**src/pfto_pkg.sv**
```systemverilog
// Shared types, constants and glyph ROM of the text overlay engine.
package pfto_pkg;

  localparam int unsigned FwW     = 13;
  localparam int unsigned AwW     = 10;
  localparam int unsigned AhW     = 8;
  localparam int unsigned CfgIdxW = 2;
  localparam int unsigned CfgW    = 13;
  localparam int unsigned CoordW  = 12;
  localparam int unsigned PixW    = 24;
  localparam int unsigned MaskW   = 15;
  localparam int unsigned GdimW   = 4;
  localparam int unsigned CodeW   = 7;
  localparam int unsigned RomAxW  = 9;
  localparam int unsigned RomAyW  = 7;
  localparam logic [7:0]  InkLimit = 8'd255;
  localparam logic [CoordW-1:0] PenMax = 12'd4095;

  typedef enum logic [CfgIdxW-1:0] {
    REG_FRAME_WIDTH  = 2'd0,
    REG_FRAME_HEIGHT = 2'd1,
    REG_ATLAS_WIDTH  = 2'd2,
    REG_ATLAS_HEIGHT = 2'd3
  } cfg_reg_e;

  typedef struct packed {
    logic [RomAxW-1:0] ax;
    logic [RomAyW-1:0] ay;
    logic [GdimW-1:0]  gw;
    logic [GdimW-1:0]  gh;
  } glyph_t;

  // controller -> datapath
  typedef struct packed {
    logic load;      // capture the draw item, look up glyph
    logic row_start; // begin a new row: compute row geometry
    logic col_step;  // sample one atlas bit into the mask
    logic emit;      // present the finished row
    logic pen_adv;   // advance the pen
  } pfto_cmd_t;

  // datapath -> controller
  typedef struct packed {
    logic empty;     // glyph has no rows or no columns
    logic col_last;  // current column is the last one
    logic row_last;  // current row is the last one
  } pfto_sts_t;

  function automatic glyph_t glyph_lookup(input logic [CodeW-1:0] code);
    glyph_t g;
    g = '0;
    case (code)
      7'd32:  g = '{9'd81, 7'd5, 4'd6, 4'd11};
      7'd33:  g = '{9'd44, 7'd59, 4'd3, 4'd14};
      7'd34:  g = '{9'd243, 7'd59, 4'd5, 4'd14};
      7'd35:  g = '{9'd71, 7'd59, 4'd8, 4'd14};
      7'd36:  g = '{9'd84, 7'd59, 4'd6, 4'd14};
      7'd37:  g = '{9'd95, 7'd59, 4'd12, 4'd14};
      7'd38:  g = '{9'd125, 7'd59, 4'd11, 4'd14};
      7'd39:  g = '{9'd236, 7'd59, 4'd3, 4'd14};
      7'd42:  g = '{9'd141, 7'd59, 4'd7, 4'd14};
      7'd43:  g = '{9'd162, 7'd59, 4'd9, 4'd14};
      7'd44:  g = '{9'd9, 7'd59, 4'd4, 4'd14};
      7'd45:  g = '{9'd152, 7'd59, 4'd6, 4'd14};
      7'd46:  g = '{9'd0, 7'd59, 4'd3, 4'd14};
      7'd47:  g = '{9'd188, 7'd59, 4'd4, 4'd14};
      7'd48:  g = '{9'd2, 7'd5, 4'd7, 4'd11};
      7'd49:  g = '{9'd10, 7'd5, 4'd7, 4'd11};
      7'd50:  g = '{9'd18, 7'd5, 4'd7, 4'd11};
      7'd51:  g = '{9'd26, 7'd5, 4'd7, 4'd11};
      7'd52:  g = '{9'd33, 7'd5, 4'd7, 4'd11};
      7'd53:  g = '{9'd42, 7'd5, 4'd7, 4'd11};
      7'd54:  g = '{9'd50, 7'd5, 4'd7, 4'd11};
      7'd55:  g = '{9'd57, 7'd5, 4'd7, 4'd11};
      7'd56:  g = '{9'd66, 7'd5, 4'd7, 4'd11};
      7'd57:  g = '{9'd74, 7'd5, 4'd7, 4'd11};
      7'd58:  g = '{9'd25, 7'd59, 4'd3, 4'd14};
      7'd59:  g = '{9'd17, 7'd59, 4'd4, 4'd14};
      7'd61:  g = '{9'd175, 7'd59, 4'd9, 4'd14};
      7'd63:  g = '{9'd33, 7'd59, 4'd5, 4'd14};
      7'd64:  g = '{9'd53, 7'd59, 4'd14, 4'd15};
      7'd65:  g = '{9'd0, 7'd40, 4'd12, 4'd11};
      7'd66:  g = '{9'd16, 7'd40, 4'd9, 4'd11};
      7'd67:  g = '{9'd31, 7'd40, 4'd9, 4'd11};
      7'd68:  g = '{9'd45, 7'd40, 4'd10, 4'd11};
      7'd69:  g = '{9'd60, 7'd40, 4'd9, 4'd11};
      7'd70:  g = '{9'd73, 7'd40, 4'd8, 4'd11};
      7'd71:  g = '{9'd87, 7'd40, 4'd10, 4'd11};
      7'd72:  g = '{9'd101, 7'd40, 4'd11, 4'd11};
      7'd73:  g = '{9'd116, 7'd40, 4'd5, 4'd11};
      7'd74:  g = '{9'd125, 7'd40, 4'd6, 4'd11};
      7'd75:  g = '{9'd135, 7'd40, 4'd11, 4'd11};
      7'd76:  g = '{9'd151, 7'd40, 4'd9, 4'd11};
      7'd77:  g = '{9'd164, 7'd40, 4'd14, 4'd11};
      7'd78:  g = '{9'd182, 7'd40, 4'd12, 4'd11};
      7'd79:  g = '{9'd199, 7'd40, 4'd10, 4'd11};
      7'd80:  g = '{9'd214, 7'd40, 4'd8, 4'd11};
      7'd81:  g = '{9'd228, 7'd40, 4'd10, 4'd14};
      7'd82:  g = '{9'd243, 7'd40, 4'd10, 4'd11};
      7'd83:  g = '{9'd258, 7'd40, 4'd7, 4'd11};
      7'd84:  g = '{9'd270, 7'd40, 4'd9, 4'd11};
      7'd85:  g = '{9'd283, 7'd40, 4'd11, 4'd11};
      7'd86:  g = '{9'd298, 7'd40, 4'd11, 4'd11};
      7'd87:  g = '{9'd313, 7'd40, 4'd15, 4'd11};
      7'd88:  g = '{9'd332, 7'd40, 4'd11, 4'd11};
      7'd89:  g = '{9'd348, 7'd40, 4'd10, 4'd11};
      7'd90:  g = '{9'd362, 7'd40, 4'd9, 4'd11};
      7'd92:  g = '{9'd195, 7'd59, 4'd6, 4'd14};
      7'd94:  g = '{9'd112, 7'd59, 4'd8, 4'd14};
      7'd95:  g = '{9'd211, 7'd59, 4'd8, 4'd14};
      7'd97:  g = '{9'd2, 7'd21, 4'd6, 4'd14};
      7'd98:  g = '{9'd12, 7'd21, 4'd7, 4'd14};
      7'd99:  g = '{9'd25, 7'd21, 4'd5, 4'd14};
      7'd100: g = '{9'd36, 7'd21, 4'd7, 4'd14};
      7'd101: g = '{9'd48, 7'd21, 4'd5, 4'd14};
      7'd102: g = '{9'd58, 7'd21, 4'd6, 4'd14};
      7'd103: g = '{9'd66, 7'd21, 4'd7, 4'd14};
      7'd104: g = '{9'd77, 7'd21, 4'd7, 4'd14};
      7'd105: g = '{9'd88, 7'd21, 4'd3, 4'd14};
      7'd106: g = '{9'd94, 7'd21, 4'd4, 4'd14};
      7'd107: g = '{9'd103, 7'd21, 4'd8, 4'd14};
      7'd108: g = '{9'd115, 7'd21, 4'd4, 4'd14};
      7'd109: g = '{9'd122, 7'd21, 4'd11, 4'd14};
      7'd110: g = '{9'd137, 7'd21, 4'd7, 4'd14};
      7'd111: g = '{9'd149, 7'd21, 4'd6, 4'd14};
      7'd112: g = '{9'd160, 7'd21, 4'd7, 4'd14};
      7'd113: g = '{9'd173, 7'd21, 4'd7, 4'd14};
      7'd114: g = '{9'd184, 7'd21, 4'd5, 4'd14};
      7'd115: g = '{9'd194, 7'd21, 4'd4, 4'd14};
      7'd116: g = '{9'd203, 7'd21, 4'd4, 4'd14};
      7'd117: g = '{9'd211, 7'd21, 4'd7, 4'd14};
      7'd118: g = '{9'd222, 7'd21, 4'd7, 4'd14};
      7'd119: g = '{9'd233, 7'd21, 4'd11, 4'd14};
      7'd120: g = '{9'd248, 7'd21, 4'd9, 4'd14};
      7'd121: g = '{9'd259, 7'd21, 4'd7, 4'd14};
      7'd122: g = '{9'd270, 7'd21, 4'd6, 4'd14};
      7'd124: g = '{9'd204, 7'd59, 4'd3, 4'd15};
      7'd126: g = '{9'd223, 7'd59, 4'd9, 4'd14};
      default: g = '0;
    endcase
    return g;
  endfunction

endpackage

```
**src/pfto_ctrl.sv**
```systemverilog
// Sequencer for glyph rows and columns of one draw item.
module pfto_ctrl (
  input  logic                clk_i,
  input  logic                rst_ni,
  input  logic                draw_i,
  input  pfto_pkg::pfto_sts_t sts_i,
  output pfto_pkg::pfto_cmd_t cmd_o,
  output logic                busy_o
);
  import pfto_pkg::*;

  typedef enum logic [5:0] {
    ST_IDLE  = 6'b000001,
    ST_LOOK  = 6'b000010,
    ST_ROW   = 6'b000100,
    ST_COL   = 6'b001000,
    ST_DRAIN = 6'b010000,
    ST_EMIT  = 6'b100000
  } state_e;

  state_e state_q, state_d;

  always_comb begin
    state_d = state_q;
    cmd_o   = '0;
    unique case (state_q)
      ST_IDLE: begin
        if (draw_i) begin
          cmd_o.load = 1'b1;
          state_d    = ST_LOOK;
        end
      end
      ST_LOOK: begin
        if (sts_i.empty) begin
          cmd_o.pen_adv = 1'b1;
          state_d       = ST_IDLE;
        end else begin
          state_d = ST_ROW;
        end
      end
      ST_ROW: begin
        cmd_o.row_start = 1'b1;
        state_d         = ST_COL;
      end
      ST_COL: begin
        // one atlas read issued per cycle; its data lands in the next cycle
        cmd_o.col_step = 1'b1;
        if (sts_i.col_last) begin
          state_d = ST_DRAIN;
        end
      end
      ST_DRAIN: begin
        state_d = ST_EMIT;
      end
      ST_EMIT: begin
        cmd_o.emit = 1'b1;
        if (sts_i.row_last) begin
          cmd_o.pen_adv = 1'b1;
          state_d       = ST_IDLE;
        end else begin
          state_d = ST_ROW;
        end
      end
      default: state_d = ST_IDLE;
    endcase
  end

  always_ff @(posedge clk_i or negedge rst_ni) begin
    if (!rst_ni) begin
      state_q <= ST_IDLE;
    end else begin
      state_q <= state_d;
    end
  end

  assign busy_o = (state_q != ST_IDLE);

`ifndef NO_ASSERTIONS
  a_emit_follows_drain: assert property (@(posedge clk_i) disable iff (!rst_ni)
    cmd_o.emit |-> $past(state_q == ST_DRAIN))
    else $error("row emitted without drain");
  a_load_only_idle: assert property (@(posedge clk_i) disable iff (!rst_ni)
    cmd_o.load |-> !busy_o)
    else $error("load while busy");
  a_pen_once: assert property (@(posedge clk_i) disable iff (!rst_ni)
    cmd_o.pen_adv |=> !busy_o)
    else $error("pen advanced mid-glyph");
`endif

endmodule

```
**config.mk**
```make
export PLATFORM = sky130hd
export DESIGN_NAME = pfto_ctrl
export DESIGN_NICKNAME = d
export VERILOG_FILES = /design/src/pfto_pkg.sv /design/src/pfto_ctrl.sv
export SDC_FILE = /design/constraint.sdc
export NUM_CORES = 1
export LEC_CHECK = 0
export ABC_AREA = 0
export BUFFER_PORTS_ARGS = -buffer_cell sky130_fd_sc_hd__buf_2
export CAP_MARGIN = 20
export CELL_PAD_IN_SITES_DETAIL_PLACEMENT = 1
export CELL_PAD_IN_SITES_GLOBAL_PLACEMENT = 2
export CORE_UTILIZATION = 25
export DETAILED_ROUTE_END_ITERATION = 16
export GPL_TIMING_DRIVEN = 0
export MAX_ROUTING_LAYER = met4
export PLACE_DENSITY = 0.66
export SETUP_SLACK_MARGIN = 0.3
export SYNTH_ARGS = -nofsm -noshare
export SYNTH_HDL_FRONTEND = slang
export SYNTH_SLANG_ARGS = --single-unit
```
**constraint.sdc**
```tcl
create_clock -name clk_i -period 1.8 [get_ports clk_i]
set_input_delay 0.36 -clock clk_i [delete_from_list [all_inputs] [get_ports clk_i]]
set_output_delay 0.36 -clock clk_i [all_outputs]
set_load 0.01 [all_outputs]
```
==> results of run 1 <==
stage by stage:
| step | instance area, um2 | instances | hold slack [ps] | util [%] | total power, mW |
|---|---|---|---|---|---|
| after global placement | 420 | 59 | 186 | 35.4 | 0.363 |
| after CTS | 574 | 73 | 326 | 48.4 | 0.602 |
| final | 628 | 78 | 330 | 53.0 | 0.672 |
| after global routing | 628 | 78 | 331 | 53.0 | 0.716 |
| after detailed placement | 420 | 59 | 189 | 35.4 | 0.374 |
| after floorplan | 348 | 34 | 64.4 | - | 0.311 |
worst max-delay path: stages, from the launching register on:
cell	delay [ps]
dfrtp_2	450
nor4_4	330
nand3b_1	170
a2bb2o_4	230
buf_6	90
cells by family after synthesis:
kind of cell | after synthesis | synth area share [%]
and+or+nand+nor | 18 | 32.8
DFF | 6 | 44.7
AOI/OAI and AO/OA | 5 | 15.5
buffers and inverters | 4 | 4.43
xor gates and xnor gates | 1 | 2.58
power by group:
group | internal, mW | total [mW] | switching (mW)
Combinational | 0.183 | 0.337 | 0.154
Sequential | 0.169 | 0.198 | 0.0292
Clock | 0.0842 | 0.137 | 0.0530
how the worst max path moves through the flow:
| stage | startpoint | endpoint | slack [ps] |
|---|---|---|---|
| after global placement | state_q[2]$_DFFE_PN0P_ | cmd_o[0] | 170 |
| after detailed placement | state_q[2]$_DFFE_PN0P_ | cmd_o[0] | 110 |
| after CTS | state_q[4]$_DFFE_PN0P_ | cmd_o[0] | -60 |
| after floorplan | state_q[5]$_DFFE_PN0P_ | cmd_o[4] | 300 |
| after global routing | state_q[5]$_DFFE_PN0P_ | cmd_o[0] | -140 |
| final | state_q[5]$_DFFE_PN0P_ | cmd_o[0] | -70 |
layer usage:
layer | part of all wire, % | vias to the layer above
li1 | - | 181
met1 | 39 | 177
met2 | 58 | 9
met3 | 2.5 | 0
met4 | 0 | 0
met5 | 0 | -
cell usage after synthesis:
cell type	number	share of area, %
dfstp_2	1	7.8
nor4_1	2	3.7
a211o_1	1	2.6
nor3b_1	2	4.4
nor2_1	5	5.5
nor4b_1	1	2.6
nand2_1	3	3.3
a311o_1	1	3.0
a2bb2o_4	1	5.9
nor4b_2	1	4.4
and2_1	1	1.8
nand3b_1	2	4.4
dfrtp_1	5	37
and2_4	1	2.6
a21o_1	1	2.2
xor2_1	1	2.6
o22ai_1	1	1.8
inv_1	4	4.4
final cells by class:
| cell class | instances | share of cell area [%] |
|---|---|---|
| timing repair buffer | 26 | 31.7 |
| tap | 14 | 2.79 |
| sequential | 6 | 24.9 |
| clock buffer | 4 | 4.18 |
| multi-input combinational | 24 | 34.1 |
| inverter | 4 | 2.39 |
repair_timing:
action	CTS	global route
hold buffers	1	0
hold endpoints to repair	5	0
pin swaps	4	7
setup buffers	9	5
endpoints found under the setup margin	6	7
gates resized for setup	11	2
==> results.ini, run 1 <==
[cts]
cts-root-buf=clkbuf_4
cts.sinks=6
clockBufferDepth=2
cts_tree=built
clk_pin_slew_ps=50
clk_latency_ps=250
h-tree-depth=1
numCtsBuffers=3

[power_and_ir_drop]
power_density_nw_per_um2=1070
ir_drop_mv=0.651
leakage_nw=0.321

[setup_path]
crit_fanout=5
arrival_ps=1510
critPathKind=reg2out
rrSetupSlack_ps=130
startpoint_type=register
r2r_cells=5
crit_path_end_kind=primary output
crit_required_ps=1440
r2r-end=state_q[0]$_DFFE_PN1P_
r2r_start=state_q[5]$_DFFE_PN0P_

[timing]
fin_crit_sh_pct=104
rsz0062_at_grt=yes
post-route-min-period_ps=1870
slew_headroom_pct=78.4
tightest_slew_ps=320
skew_ps=10.2
setup_violations=2
finalMaxSlewViolations=0
max_freq_mhz=535
setup_tns_ps=-121
final-hold-violation-count=0
setup_ws_ps=-69.6

[floorplan]
die_width_um=38.8
die_y_um=38.8
num_rows=12
coreArea_um2=1190
start_util_pct=28.6
io_pins=12
die-area_um2=1510

[detailed_routing]
vias_per_cell=4.71
routed_wl_um=1220
ant_nets=0
num_vias=367
first_pass_iters=2
drt_first_iter_violations=1
routedWlPerCell_um=15.6
drcViolationCount=0

[grt]
grt_use_met2_pct=37.5
grtUsageMet1_pct=18.4
grt_pass1_wl_um=1850
grt_max_degree=8
gr-total-overflow=0
antenna_found_initial=0
met3_usage_pct=3.47
grtUsageTotal_pct=19.7
grt_pass1_vias=408
gr-max-usage-layer=met2

[yosys]
synth_warnings=0
avgSynthCellArea_um2=9.97
ys_seq_elements=6
ys_types=18
synth_seq_area_share_pct=44.6
synth_cells=34
netlist_area_um2=339
syn-num-nets=40

[cells_and_area]
largest-register=state_q
antenna_cells=0
reg.largest.list=state_q: 6 flops
mostFrequentLayoutCell=buf_4
area_growth_pct=85.2
largest_reg_flops=6
seqCellArea_um2=156
layout_common_cells=buf_4 (12), buf_2 (9), inv_1 (4), dfrtp_2 (4)
final_layout_size_suffix_gt1_share_pct=65.6
finalNetCount=71
num-fill-cells=142
multi_input_area_um2=214

[job]
maxCapViolations=0

[placement]
place.gp.congestion=0.731
place_ws_ps=115
hpwl_um=621
io_buffer_count=11

[min_path]
hold_class=in2reg
holdPathStages=2
hp-start=sts_i[1]
worstHoldEndpoint=state_q[4]$_DFFE_PN0P_

[status]
violations=negative setup slack
outcome=finished with violations

(Power assumes the default switching activity.)
==> inputs of run 2 (changes only) <==
--- a/config.mk
+++ b/config.mk
@@ -15,6 +15,7 @@
 export GPL_TIMING_DRIVEN = 0
 export MAX_ROUTING_LAYER = met4
 export PLACE_DENSITY = 0.66
+export RECOVER_POWER = 25
 export SETUP_SLACK_MARGIN = 0.3
 export SYNTH_ARGS = -nofsm -noshare
 export SYNTH_HDL_FRONTEND = slang
==> results.ini, run 2 (synthesis gave the netlist of run 1 again) <==
[floorplan]
io_pins=12
coreArea_um2=1190
num_rows=12
die_width_um=38.8
die-area_um2=1510
die_y_um=38.8
start_util_pct=28.6

[timing]
post-route-min-period_ps=1870
rsz0062_at_grt=yes
fin_crit_sh_pct=104
setup_ws_ps=-69.6
tightest_slew_ps=347
skew_ps=10.2
max_freq_mhz=535
finalMaxSlewViolations=0
setup_violations=2
slew_headroom_pct=76.8
final-hold-violation-count=0

[cts]
numCtsBuffers=3
clk_pin_slew_ps=50
cts.sinks=6
h-tree-depth=1
clockBufferDepth=2
clk_latency_ps=250
cts_tree=built
cts-root-buf=clkbuf_4

[setup_path]
crit_fanout=5
crit_required_ps=1440
startpoint_type=register
arrival_ps=1510
crit_path_end_kind=primary output
r2r_cells=5
critPathKind=reg2out

[grt]
antenna_found_initial=0
grt_max_degree=8
grt_pass1_vias=408
grtUsageTotal_pct=19.7
gr-total-overflow=0
grt_pass1_wl_um=1850

[placement]
place.gp.congestion=0.731
io_buffer_count=11
post_dp_cell_area_um2=420
hpwl_um=621

[detailed_routing]
drcViolationCount=0
routedWlPerCell_um=15.6
first_pass_iters=2
ant_nets=0
vias_per_cell=4.71
routed_wl_um=1220
num_vias=367
drt_first_iter_violations=1

[cells_and_area]
largest-register=state_q
area_growth_pct=84.9
fin_util_pct=52.8
seqCellArea_um2=156
multi_input_area_um2=214
largest_reg_flops=6
reg.largest.list=state_q: 6 flops
finalInstanceArea_um2=627
layout_common_cells=buf_4 (12), buf_2 (8), inv_1 (4), dfrtp_2 (4)
finalNetCount=71
final_layout_size_suffix_gt1_share_pct=64.1
antenna_cells=0
mostFrequentLayoutCell=buf_4
num-fill-cells=143

[power_and_ir_drop]
switching_share_pct=35.1
clockPowerShare_pct=20.4
ir_drop_mv=0.652
p_int_uw=436
leakage_nw=0.319
total_power_uw=672
power_density_nw_per_um2=1070
p_sw_uw=236
power_frac_seq_pct=29.5
combPwrFrac_pct=50.1

[min_path]
holdPathStages=2
hold_class=in2reg

[job]
maxCapViolations=0

[status]
violations=negative setup slack
outcome=finished with violations

-- run 2: cell types whose count changed in the layout (fill, tap and decap cells not counted), sizes merged --
cell    before  now
buf         25   24
clkbuf       4    5
-- run 2: worst paths after layout --
| check | endpoint | startpoint | slack [ps] |
|---|---|---|---|
| setup / recovery | cmd_o[0] | state_q[5]$_DFFE_PN0P_ | -70 |
| hold / removal | state_q[4]$_DFFE_PN0P_ | sts_i[1] | 330 |
| setup reg to reg | state_q[0]$_DFFE_PN1P_ | state_q[5]$_DFFE_PN0P_ | 130 |
| min in group asynchronous | state_q[4]$_DFFE_PN0P_ | rst_ni | 530 |
| hold reg to reg | state_q[5]$_DFFE_PN0P_ | state_q[5]$_DFFE_PN0P_ | 530 |
| max in group asynchronous | state_q[0]$_DFFE_PN1P_ | rst_ni | 960 |
-- run 2: critical path, cell delays in order (launching register included) --
cell and delay (ps):
dfrtp_2 450, nor4_4 330, nand3b_1 170, a2bb2o_4 230
buf_6 90
-- run 2: timing repair --
action,CTS,global route
endpoints found under the setup margin,6,7
setup buffers,9,5
hold buffers,1,0
hold endpoints to repair,5,0
pin swaps,4,7
resized for setup,11,2
-- run 2: cell type report --
class	instances	share of cell area, %
timing repair buffer	26	31.5
multi-input combinational	24	34.1
sequential	6	25.0
tap	14	2.79
inverter	4	2.40
clock buffer	4	4.19
-- run 2: metrics by stage --
stage | hold slack (ps) | worst slack [ps] | setup TNS [ps] | cells
after floorplan | 64.4 | 300 | 0 | 34
after global placement | 186 | 173 | 0 | 59
after detailed placement | 189 | 115 | 0 | 59
after CTS | 326 | -64.3 | -66.0 | 73
after global routing | 331 | -137 | -328 | 78
final | 330 | -69.6 | -121 | 78
-- run 2: power groups by stage --
stage / Clock, mW / Combinational (mW) / Sequential, mW
3_3_place_gp: 0 / 0.173 / 0.190
4_1_cts: 0.141 / 0.265 / 0.196
5_1_grt: 0.156 / 0.357 / 0.202
2_1_floorplan: 0 / 0.124 / 0.187
3_5_place_dp: 0 / 0.182 / 0.192
6_report: 0.137 / 0.337 / 0.198
-- run 2: routing by layer --
layer	global-route usage, %	vias to the layer above	wire length, um
met3	3.47	0	30
met1	18.4	177	474
met4	10.3	0	0
li1	-	181	-
met2	37.5	9	711
met5	-	-	0
==> inputs of run 3 (changes only) <==
--- a/config.mk
+++ b/config.mk
@@ -8,13 +8,12 @@
 export ABC_AREA = 0
 export BUFFER_PORTS_ARGS = -buffer_cell sky130_fd_sc_hd__buf_2
 export CAP_MARGIN = 20
-export CELL_PAD_IN_SITES_DETAIL_PLACEMENT = 1
-export CELL_PAD_IN_SITES_GLOBAL_PLACEMENT = 2
-export CORE_UTILIZATION = 25
+export CORE_AREA = 2 2 39 41
 export DETAILED_ROUTE_END_ITERATION = 16
+export DIE_AREA = 0 0 41 43
 export GPL_TIMING_DRIVEN = 0
 export MAX_ROUTING_LAYER = met4
-export PLACE_DENSITY = 0.66
+export PLACE_DENSITY = 0.43
 export RECOVER_POWER = 25
 export SETUP_SLACK_MARGIN = 0.3
 export SYNTH_ARGS = -nofsm -noshare
==> constraint.sdc (replaced) <==
create_clock -name clk_i -period 1.8 [get_ports clk_i]
set_input_delay 0.36 -clock clk_i [delete_from_list [all_inputs] [get_ports clk_i]]
set_output_delay 0.36 -clock clk_i [all_outputs]
set_load 0.005 [all_outputs]
==> results.ini, run 3 (synthesis gave the netlist of run 1 again) <==
[timing]
rsz0062_at_grt=yes
setup_ws_ps=-33.8
slew_headroom_pct=79.9
max_freq_mhz=545
post-route-min-period_ps=1830
tightest_slew_ps=301
skew_ps=6.96
hold_ws_ps=336
finalMaxSlewViolations=0
setup_violations=1
fin_crit_sh_pct=102
setup_tns_ps=-33.8
final-hold-violation-count=0

[setup_path]
slowest_stage=dfrtp_2
crit_path_max_incr_delay_ps=440
crit_required_ps=1440
crit_path_end_kind=primary output
crit_chain=nor4_4, nand3b_1, a2bb2o_4, buf_6
cp_num_buf_inv=1
crit_family=simple AND/OR/NAND/NOR gates
crit_fanout=4
startpoint_type=register
arrival_ps=1470
critPathKind=reg2out

[floorplan]
die_y_um=43
die_width_um=41
num_rows=14
io_pins=12
die-area_um2=1760
coreArea_um2=1380
start_util_pct=24.5

[placement]
io_buffer_count=11
dp_cells=61
place_ws_ps=99.6
place.gp.congestion=0.664
hpwl_um=516
post_dp_cell_area_um2=414

[job]
maxCapViolations=0

[power_and_ir_drop]
total_power_uw=533
ir_drop_mv=0.478
switching_share_pct=32.9
p_int_uw=358
power_density_nw_per_um2=957
combPwrFrac_pct=37.4
clockPowerShare_pct=24.8
leakage_nw=0.284
p_sw_uw=175
power_frac_seq_pct=37.8

[cells_and_area]
final_layout_size_suffix_gt1_share_pct=61.4
antenna_cells=0
fin_util_pct=40.2
reg.largest.list=state_q: 6 flops
fin_cells=73
layout_common_cells=buf_2 (9), buf_4 (7), inv_1 (4), dfrtp_2 (4)
area_growth_pct=64.2
largest-register=state_q
mostFrequentLayoutCell=buf_2
largest_reg_flops=6
finalInstanceArea_um2=557
finalNetCount=64

[grt]
grt_pass1_wl_um=1160
antenna_found_initial=0
grt_pass1_vias=309
grt_max_degree=8
grtUsageTotal_pct=10.2
gr-total-overflow=0

[min_path]
hold_class=in2reg

[status]
outcome=finished with violations
violations=negative setup slack

[cts]
cts-root-buf=clkbuf_4
clockBufferDepth=2
cts.sinks=6
numCtsBuffers=3
cts_tree=built
h-tree-depth=1
clk_pin_slew_ps=40
clk_latency_ps=240

[detailed_routing]
vias_per_cell=4.60
ant_nets=0
drt_first_iter_violations=2
routed_wl_um=735
num_vias=336
routedWlPerCell_um=10.1
first_pass_iters=2
drcViolationCount=0

==> run 3: cell count changes in the layout (fill, tap and decap cells not counted) <==
cell,change
nor4b_2,+2
nor2_4,+1
buf_4,-5
nor4b_1,-1
buf_12,-1
nor2_2,-1
buf_2,+1
nor4b_4,-1
buf_6,-2
==> run 3: final timing paths <==
check                                       start                      to  slack [ps]  cells past startpoint
max reg2reg                state_q[5]$_DFFE_PN0P_  state_q[0]$_DFFE_PN1P_         330                      5
min                                      sts_i[0]  state_q[2]$_DFFE_PN0P_         340                      2
min reg2reg                state_q[3]$_DFFE_PN0P_  state_q[5]$_DFFE_PN0P_         580                      1
max                        state_q[2]$_DFFE_PN0P_                cmd_o[0]         -30                      4
max in group asynchronous                  rst_ni  state_q[0]$_DFFE_PN1P_        1000                      2
min in group asynchronous                  rst_ni  state_q[3]$_DFFE_PN0P_         510                      2
==> run 3: timing repair <==
| item | in CTS | in global routing |
|---|---|---|
| hold buffers | 1 | 0 |
| endpoints found under the setup margin | 6 | 7 |
| resized for setup | 13 | 1 |
| endpoints found under the hold margin | 5 | 0 |
| pin swaps | 5 | 2 |
| setup buffers | 6 | 1 |
==> run 3: worst reg2reg max path: cells and delay by family, from the launching register on <==
family | cells | cell delay (ps)
buffers and inverters | 1 | 150
and+or+nand+nor | 2 | 310
AOI/OAI and AO/OA | 2 | 480
DFF | 1 | 440
==> run 3: cell type report <==
cell class                 count  area (um2)
clock buffer                   4        26.3
fill                         150         827
inverter                       4        15.0
multi-input combinational     24         216
sequential                     6         156
tap                           16        20.0
timing repair buffer          19         123
==> run 3: metal layers <==
layer	part of all wire, %	routed length (um)	up-vias	track usage (%)
li1	-	-	167	-
met1	44	321	157	12.9
met2	49	358	10	13.8
met3	5.4	40	2	1.57
met4	2.0	15	0	8.00
met5	0	0	-	-
==> run 3: power groups by stage <==
| stage | registers, mW | logic [mW] | clock network [mW] |
|---|---|---|---|
| floorplan | 0.186 | 0.106 | 0 |
| global placement | 0.191 | 0.156 | 0 |
| detailed placement | 0.191 | 0.159 | 0 |
| CTS | 0.201 | 0.201 | 0.138 |
| global route | 0.205 | 0.219 | 0.147 |
| finish | 0.201 | 0.199 | 0.132 |
